### config.mk
export PLATFORM = sky130hd
export DESIGN_NAME = base64_stream_decoder_unit
export DESIGN_NICKNAME = d
export VERILOG_FILES = /design/src/b64sd_pkg.sv /design/src/b64sd_front.sv /design/src/b64sd_queue.sv /design/src/b64sd_back.sv /design/src/base64_stream_decoder_unit.sv
export SDC_FILE = /design/constraint.sdc
export NUM_CORES = 1
export LEC_CHECK = 0
export BUFFER_PORTS_ARGS = -buffer_cell sky130_fd_sc_hd__buf_2
export CAP_MARGIN = 20
export CORE_ASPECT_RATIO = 0.8
export CORE_MARGIN = 10
export CORE_UTILIZATION = 45
export CTS_BUF_LIST = sky130_fd_sc_hd__clkbuf_16
export DETAILED_ROUTE_END_ITERATION = 12
export GPL_ROUTABILITY_DRIVEN = 0
export GPL_TIMING_DRIVEN = 0
export SYNTH_ARGS = -nofsm -noshare
export SYNTH_HDL_FRONTEND = slang
export SYNTH_HIERARCHICAL = 1
export SYNTH_SLANG_ARGS = --single-unit
### constraint.sdc
create_clock -name clk -period 4.3 [get_ports clk]
set_input_delay 0.43 -clock clk [delete_from_list [all_inputs] [get_ports clk]]
set_output_delay 0.43 -clock clk [all_outputs]
set_load 0.01 [all_outputs]
### src/b64sd_pkg.sv
package b64sd_pkg;

    localparam int QDepth    = 4;
    localparam int QPtrWidth = $clog2(QDepth);
    localparam int QCntWidth = $clog2(QDepth + 1);

    typedef enum logic [2:0] {
        ST_OK             = 3'd0,
        ST_BAD_LENGTH     = 3'd1,
        ST_BAD_PAD        = 3'd2,
        ST_DATA_AFTER_PAD = 3'd3,
        ST_BAD_CHAR       = 3'd4,
        ST_PAD_NOT_FINAL  = 3'd5
    } status_t;

    // One queue entry: the bytes of a finished group and/or the closing status.
    typedef struct packed {
        logic [23:0] word;
        logic [1:0]  nbytes;
        logic        has_status;
        status_t     status;
    } q_entry_t;

    typedef struct packed {
        logic empty;
        logic full;
    } q_flags_t;

    localparam logic [7:0] CharPad   = 8'h3D;
    localparam logic [7:0] CharPlus  = 8'h2B;
    localparam logic [7:0] CharSlash = 8'h2F;

    function automatic logic is_blank(input logic [7:0] c);
        return (c == 8'h20) || (c inside {[8'h09:8'h0D]});
    endfunction

    // Bit 6 set marks a character outside the alphabet.
    function automatic logic [6:0] sextet_of(input logic [7:0] c);
        logic [6:0] v;
        v = 7'd64;
        if (c inside {[8'h41:8'h5A]})
        begin
            v = 7'(c - 8'h41);
        end
        else if (c inside {[8'h61:8'h7A]})
        begin
            v = 7'(c - 8'd71);
        end
        else if (c inside {[8'h30:8'h39]})
        begin
            v = 7'(c + 8'd4);
        end
        else if (c == CharPlus)
        begin
            v = 7'd62;
        end
        else if (c == CharSlash)
        begin
            v = 7'd63;
        end
        return v;
    endfunction

endpackage

### src/b64sd_front.sv
module b64sd_front (
    input  logic               clk,
    input  logic               rst_n,
    input  logic               in_valid,
    output logic               in_ready,
    input  logic [7:0]         text_char,
    input  logic               end_of_text,
    input  b64sd_pkg::q_flags_t q_flags,
    output logic               push,
    output b64sd_pkg::q_entry_t push_entry
);
    import b64sd_pkg::*;

    logic [17:0] acc_reg, acc_next;
    logic [1:0]  pos_reg, pos_next;
    logic [1:0]  pad_reg, pad_next;
    logic        pgs_reg, pgs_next;
    status_t     err_reg, err_next;

    logic        accept;
    logic        blank;
    logic [6:0]  sx;
    logic [5:0]  v;
    logic [1:0]  nb;
    logic [23:0] word;
    status_t     st;

    assign in_ready = !q_flags.full;
    assign accept   = in_valid && in_ready;
    assign blank    = is_blank(text_char);
    assign sx       = sextet_of(text_char);

    always_comb
    begin
        acc_next = acc_reg;
        pos_next = pos_reg;
        pad_next = pad_reg;
        pgs_next = pgs_reg;
        err_next = err_reg;
        v        = 6'd0;
        nb       = 2'd0;
        word     = {acc_reg, 6'd0};
        st       = ST_OK;
        if (!blank)
        begin
            if (pgs_reg && err_next == ST_OK)
                err_next = ST_PAD_NOT_FINAL;
            if (text_char == CharPad)
            begin
                if (pos_reg < 2'd2 && err_next == ST_OK)
                    err_next = ST_BAD_PAD;
                pad_next = pad_reg + 2'd1;
            end
            else
            begin
                if (pad_reg != 2'd0 && err_next == ST_OK)
                    err_next = ST_DATA_AFTER_PAD;
                if (sx[6])
                begin
                    if (err_next == ST_OK)
                        err_next = ST_BAD_CHAR;
                end
                else
                begin
                    v = sx[5:0];
                end
            end
            word = {acc_reg, v};
            if (pos_reg == 2'd3)
            begin
                if (err_next == ST_OK)
                begin
                    if (pad_next == 2'd0)
                        nb = 2'd3;
                    else if (pad_next == 2'd1)
                        nb = 2'd2;
                    else
                        nb = 2'd1;
                end
                if (pad_next != 2'd0)
                    pgs_next = 1'b1;
                acc_next = '0;
                pad_next = 2'd0;
            end
            else if (pos_reg == 2'd0)
            begin
                acc_next = {12'd0, v};
            end
            else
            begin
                acc_next = {acc_reg[11:0], v};
            end
            pos_next = pos_reg + 2'd1;
        end
        if (end_of_text)
        begin
            st       = (pos_next != 2'd0) ? ST_BAD_LENGTH : err_next;
            acc_next = '0;
            pos_next = 2'd0;
            pad_next = 2'd0;
            pgs_next = 1'b0;
            err_next = ST_OK;
        end
    end

    assign push                  = accept && (nb != 2'd0 || end_of_text);
    assign push_entry.word       = word;
    assign push_entry.nbytes     = nb;
    assign push_entry.has_status = end_of_text;
    assign push_entry.status     = st;

    always_ff @(posedge clk or negedge rst_n)
    begin
        if (!rst_n)
        begin
            acc_reg <= '0;
            pos_reg <= '0;
            pad_reg <= '0;
            pgs_reg <= 1'b0;
            err_reg <= ST_OK;
        end
        else if (accept)
        begin
            acc_reg <= acc_next;
            pos_reg <= pos_next;
            pad_reg <= pad_next;
            pgs_reg <= pgs_next;
            err_reg <= err_next;
        end
    end

endmodule

### src/b64sd_queue.sv
module b64sd_queue (
    input  logic                clk,
    input  logic                rst_n,
    input  logic                push,
    input  b64sd_pkg::q_entry_t push_entry,
    input  logic                pop,
    output b64sd_pkg::q_entry_t head,
    output b64sd_pkg::q_flags_t flags
);
    import b64sd_pkg::*;

    q_entry_t               mem_reg [QDepth];
    logic [QPtrWidth-1:0]   wr_ptr_reg, wr_ptr_next;
    logic [QPtrWidth-1:0]   rd_ptr_reg, rd_ptr_next;
    logic [QCntWidth-1:0]   cnt_reg, cnt_next;

    assign head        = mem_reg[rd_ptr_reg];
    assign flags.empty = (cnt_reg == '0);
    assign flags.full  = (cnt_reg == QCntWidth'(QDepth));

    always_comb
    begin
        wr_ptr_next = push ? wr_ptr_reg + QPtrWidth'(1) : wr_ptr_reg;
        rd_ptr_next = pop ? rd_ptr_reg + QPtrWidth'(1) : rd_ptr_reg;
        cnt_next    = cnt_reg;
        if (push && !pop)
            cnt_next = cnt_reg + QCntWidth'(1);
        else if (pop && !push)
            cnt_next = cnt_reg - QCntWidth'(1);
    end

    always_ff @(posedge clk)
    begin
        if (push)
            mem_reg[wr_ptr_reg] <= push_entry;
    end

    always_ff @(posedge clk or negedge rst_n)
    begin
        if (!rst_n)
        begin
            wr_ptr_reg <= '0;
            rd_ptr_reg <= '0;
            cnt_reg    <= '0;
        end
        else
        begin
            wr_ptr_reg <= wr_ptr_next;
            rd_ptr_reg <= rd_ptr_next;
            cnt_reg    <= cnt_next;
        end
    end

endmodule

### src/b64sd_back.sv
module b64sd_back (
    input  logic                clk,
    input  logic                rst_n,
    input  b64sd_pkg::q_entry_t head,
    input  b64sd_pkg::q_flags_t q_flags,
    output logic                pop,
    output logic                out_valid,
    input  logic                out_ready,
    output logic [7:0]          data_byte,
    output logic                byte_valid,
    output logic [2:0]          status,
    output logic                last
);
    import b64sd_pkg::*;

    logic [1:0] idx_reg, idx_next;
    logic       valid_reg, valid_next;
    logic [7:0] byte_reg;
    logic       bv_reg;
    status_t    st_reg;
    logic       last_reg;

    logic       load;
    logic [2:0] total;
    logic       entry_done;
    logic       is_byte;
    logic [7:0] sel_byte;

    assign load       = !q_flags.empty && (!valid_reg || out_ready);
    assign total      = {1'b0, head.nbytes} + {2'b00, head.has_status};
    assign entry_done = ({1'b0, idx_reg} == total - 3'd1);
    assign is_byte    = (idx_reg < head.nbytes);
    assign pop        = load && entry_done;

    always_comb
    begin
        case (idx_reg)
            2'd0:    sel_byte = head.word[23:16];
            2'd1:    sel_byte = head.word[15:8];
            default: sel_byte = head.word[7:0];
        endcase
    end

    always_comb
    begin
        idx_next   = idx_reg;
        valid_next = valid_reg;
        if (load)
        begin
            idx_next   = entry_done ? 2'd0 : idx_reg + 2'd1;
            valid_next = 1'b1;
        end
        else if (out_ready)
        begin
            valid_next = 1'b0;
        end
    end

    always_ff @(posedge clk or negedge rst_n)
    begin
        if (!rst_n)
        begin
            idx_reg   <= '0;
            valid_reg <= 1'b0;
        end
        else
        begin
            idx_reg   <= idx_next;
            valid_reg <= valid_next;
        end
    end

    always_ff @(posedge clk)
    begin
        if (load)
        begin
            byte_reg <= is_byte ? sel_byte : 8'd0;
            bv_reg   <= is_byte;
            st_reg   <= is_byte ? ST_OK : head.status;
            last_reg <= !is_byte;
        end
    end

    assign out_valid  = valid_reg;
    assign data_byte  = byte_reg;
    assign byte_valid = bv_reg;
    assign status     = st_reg;
    assign last       = last_reg;

endmodule

### src/base64_stream_decoder_unit.sv
// A result is written into the queue when the character that completes its
// group (or carries the end mark) is accepted, then registered by the back end.
// Throughput: one character and, while m_tready is high, one result per cycle.
// A four-entry queue between the classifier and the result serializer absorbs
// the up-to-four results one character can cause; input stalls only when full.
// Reset: rst_n is asynchronous, active low, and clears decoder state and queue.
module base64_stream_decoder_unit (
    input  logic       clk,
    input  logic       rst_n,
    input  logic       s_tvalid,
    output logic       s_tready,
    input  logic [7:0] s_tdata,   // [7:0] text_char
    input  logic       s_tlast,   // end_of_text
    output logic       m_tvalid,
    input  logic       m_tready,
    output logic [7:0] m_tdata,   // [7:0] data_byte
    output logic [3:0] m_tuser,   // [0] byte_valid, [3:1] status
    output logic       m_tlast    // last
);
    import b64sd_pkg::*;

    q_flags_t q_flags;
    q_entry_t push_entry;
    q_entry_t head;
    logic     push;
    logic     pop;
    logic     byte_valid;
    logic [2:0] status;

    b64sd_front u_front (
        .clk        (clk),
        .rst_n      (rst_n),
        .in_valid   (s_tvalid),
        .in_ready   (s_tready),
        .text_char  (s_tdata),
        .end_of_text(s_tlast),
        .q_flags    (q_flags),
        .push       (push),
        .push_entry (push_entry)
    );

    b64sd_queue u_queue (
        .clk       (clk),
        .rst_n     (rst_n),
        .push      (push),
        .push_entry(push_entry),
        .pop       (pop),
        .head      (head),
        .flags     (q_flags)
    );

    b64sd_back u_back (
        .clk       (clk),
        .rst_n     (rst_n),
        .head      (head),
        .q_flags   (q_flags),
        .pop       (pop),
        .out_valid (m_tvalid),
        .out_ready (m_tready),
        .data_byte (m_tdata),
        .byte_valid(byte_valid),
        .status    (status),
        .last      (m_tlast)
    );

    assign m_tuser = {status, byte_valid};

`ifndef SYNTHESIS
    a_no_overflow: assert property (@(posedge clk) disable iff (!rst_n)
        push |-> (!q_flags.full))
        else $error("queue written while full");

    a_no_underflow: assert property (@(posedge clk) disable iff (!rst_n)
        pop |-> (!q_flags.empty))
        else $error("queue read while empty");

    a_last_is_status: assert property (@(posedge clk) disable iff (!rst_n)
        m_tvalid |-> (m_tlast == !byte_valid))
        else $error("last flag and byte flag disagree");

    a_byte_status_ok: assert property (@(posedge clk) disable iff (!rst_n)
        (m_tvalid && byte_valid) |-> (status == ST_OK))
        else $error("byte result carries nonzero status");

    a_status_data_zero: assert property (@(posedge clk) disable iff (!rst_n)
        (m_tvalid && !byte_valid) |-> (m_tdata == 8'd0))
        else $error("status result carries data");
`endif

endmodule
==> results.md <==
- R2R Setup Slk: 430 ps
- CTS Sinks: 169
- Fillers: 1,382
- Mapped Cells: 500
- Die extent in x: 167 um
- Peak VDD IR: 316 uV
- WS Path Type: reg -> reg
- Multi-input logic area: 0.00259 mm2
- Final Worst Setup Slack: 429 ps
- CP Launch Type: register
- Worst-path clk slew: 70 ps
- Reg area: 0.00489 mm2
- Wirelength per Cell: 20.6 um
- Cts hold-fix bufs: 0
- Num ports: 28
- # rows: 42
- Fmax: 258 MHz
- Layout Nets: 581
- Largest family of logic cells by synthesized area: compound AO/OA/AOI/OAI gates
- RSZ-0062 raised after global routing: no
- Layout Cells excl Fill: 779
- Synth unique cells: 74
- Yosys warns: 6
- First-pass GRT wire length: 25.8 mm
- Initial antenna violation count: 0
- Syn Nets: 535
- Setup bufs post-CTS: 0
- Area Growth Syn to Fin: 12.9%
- Final Max Slew Viols: 0
- H-tree depth: 4
- Clk Latency, worst-skew pair: 430 ps
- Layout cells sized above 1: 24.5%
- Worst-margin pin slew: 1040 ps
- Crit-path max FO: 10
- Status: completed
- Post-route DRC: 0
- Core box area: 0.0168 mm2
- Max FFs per register: 120
- Top_reg_cell synth: edfxtp_1
- Final min period: 3870 ps
- Detail Placement HPWL: 10.7 mm
- EDFF count, synth: 133
- Final setup vio count: 0
- Ant. Diodes: 0
- Clock buffer depth: 2
- Post-synthesis simple-gate area fraction: 7.47%
- Port Buffers: 26
- CTS Buf Count: 17
- Power Dens Cells: 622 mW/mm2
- CTS Root Cell: clkbuf_16
- Pleak: 0.00324 uW
- Synthesized area per cell: 15.6 um2
- Required time of the critical path: 4600 ps
- All-Layer GR Usage: 14.6%
- WL final: 16.1 mm
- Pin count of the biggest net entering global routing: 37
- Die H: 138 um
- Adder-cell share of the synthesized area: 3.63%
- Vias per cell: 5.76
- Post-cts sizing count: 0
- Fin. Hold Viols: 0
- GR Overflow Total: 0
- Placed Cells: 747
- FF+latch count, synth: 169
- DRT antenna net count: 0
- Xor/xnor share of the synthesized area: 1.35%
- Slew HR: 30.0%
- Placement Setup Slack: 358 ps
- Die footprint: 0.0230 mm2
- Via count: 4,487
- Arr. time, crit path: 4180 ps
- Vias in the first global route: 4,574
- Initial core utilization: 46.4%
- DRT iter0 DRCs: 333
- Post-synthesis sequential area ratio: 62.9%
- Fin crit share: 90.0%
- Compound-Gate Fraction of Synth Area: 11.3%
- Hold Path Class: in -> async
- Skew final: 11.2 ps
- Pre-Repair DR Iteration Count: 4
- Post-synthesis mux area share: 9.45%
- Share of flip-flops with an asynchronous set or reset: 21.3%
- Critical Path End Type: register
- Synthesized area: 0.00779 mm2
- CTS tree: done
- Max-Cap Viols: 0
==> final timing paths <==
| path | to | start | cells after the start |
|---|---|---|---|
| max reg2reg | u_queue/cnt_reg[1]$_DFFE_PN0P_ | u_queue/rd_ptr_reg[0]$_DFFE_PN0P_ | 13 |
| min | u_front/acc_reg[16]$_DFFE_PN0P_ | rst_n | 1 |
| max | u_queue/cnt_reg[1]$_DFFE_PN0P_ | u_queue/rd_ptr_reg[0]$_DFFE_PN0P_ | 13 |
| max in group asynchronous | u_queue/rd_ptr_reg[0]$_DFFE_PN0P_ | rst_n | 1 |
| min in group clk | u_back/out_valid$_DFFE_PN0P_ | m_tready | 3 |
| min reg2reg | u_queue/cnt_reg[2]$_DFFE_PN0P_ | u_queue/cnt_reg[2]$_DFFE_PN0P_ | 1 |
==> kinds of logic after synthesis <==
| kind of cell | after synthesis |
|---|---|
| AO/OA/AOI/OAI | 107 |
| AND/OR/NAND/NOR | 103 |
| adder cells (fa/ha/maj) | 22 |
| multiplexers | 35 |
| XOR/XNOR | 12 |
| flip-flops | 169 |
| buffers and inverters | 52 |
==> worst max-delay path, cell delays in order (launching register included) <==
cell     delay (ps)
dfrtp_1         340
buf_6           140
buf_12          160
mux4_2          520
inv_1            70
ha_1            140
ha_1            260
xnor2_1         160
nor4b_1         890
inv_1           100
ha_1            240
inv_1            70
fa_1            400
mux2_2          270
==> Yosys cell counts, drive strengths merged, types with 4 or more instances <==
library cell,instances,area share [%]
nor2,23,1.1
nand3,7,0.45
o31a,4,0.45
ha,21,3.4
a31oi,8,0.64
o211a,4,0.51
a22oi,9,0.87
o211ai,6,0.58
a211oi,4,0.55
xnor2,7,0.79
dfrtp,36,12
xor2,5,0.56
o21ai,13,1.1
nand2,21,1.0
and2,11,0.88
a22o,15,1.7
buf,22,2.4
edfxtp,133,51
inv,27,1.3
nor2b,10,0.80
a21oi,16,1.5
mux4,30,8.8
nor3,6,0.39
==> stage by stage <==
| stage | hold WS, ps | setup TNS [ps] | power [uW] | utilization (%) | instance area [um2] |
|---|---|---|---|---|---|
| floorplan | 134 | 0 | 3520 | - | 7790 |
| global placement | 473 | -3300 | 3980 | 48.9 | 8190 |
| detailed placement | 499 | 0 | 4020 | 48.9 | 8200 |
| CTS | 199 | 0 | 5530 | 52.5 | 8790 |
| global route | 228 | 0 | 5760 | 52.5 | 8790 |
| finish | 170 | 0 | 5470 | 52.5 | 8790 |
==> cells in the final DEF (no fill, tap or decap), drive strengths merged, types with 3 or more instances in the layout <==
cell type and instances:
nor2b 10, nor4bb 3, edfxtp 133, xnor2 7
inv 34, clkinv 6, o211a 4, buf 49
o31a 4, nor4 3, nand2b 3, a22o 15
nor3 6, nand2 21, xor2 5, clkbuf 20
a22oi 9, a41oi 3, nand3 7, nor2 23
a211oi 4, or3 3, a21oi 16, dfrtp 36
mux4 30, o21ai 13, o211ai 6, o311ai 3
a31oi 8, ha 21, and2 11, mux2i 3
==> where the power goes <==
| part | internal [uW] | total [uW] | leakage (uW) | switching [uW] |
|---|---|---|---|---|
| clock network | 866 | 1510 | 0.000292 | 640 |
| registers | 2090 | 2220 | 0.00171 | 125 |
| logic | 770 | 1740 | 0.00123 | 972 |
==> layer usage <==
| metal | track usage, % | wire length [um] | vias up |
|---|---|---|---|
| met5 | 0 | 0 | - |
| met3 | 4.53 | 889 | 9 |
| met2 | 23.3 | 7570 | 122 |
| met1 | 19.0 | 7480 | 2298 |
| met4 | 4.04 | 114 | 0 |
| li1 | - | - | 2058 |
==> final cells by class <==
class | instances | area share [%]
flip-flops and latches | 169 | 55.7
multi-input cells | 279 | 29.5
clock buffers | 17 | 4.84
well taps | 220 | 3.13
plain buffers | 25 | 2.31
clock inverters | 15 | 1.86
repair buffers | 27 | 1.57
inverters | 27 | 1.15
Note: power is estimated with default switching activity, not from simulation.
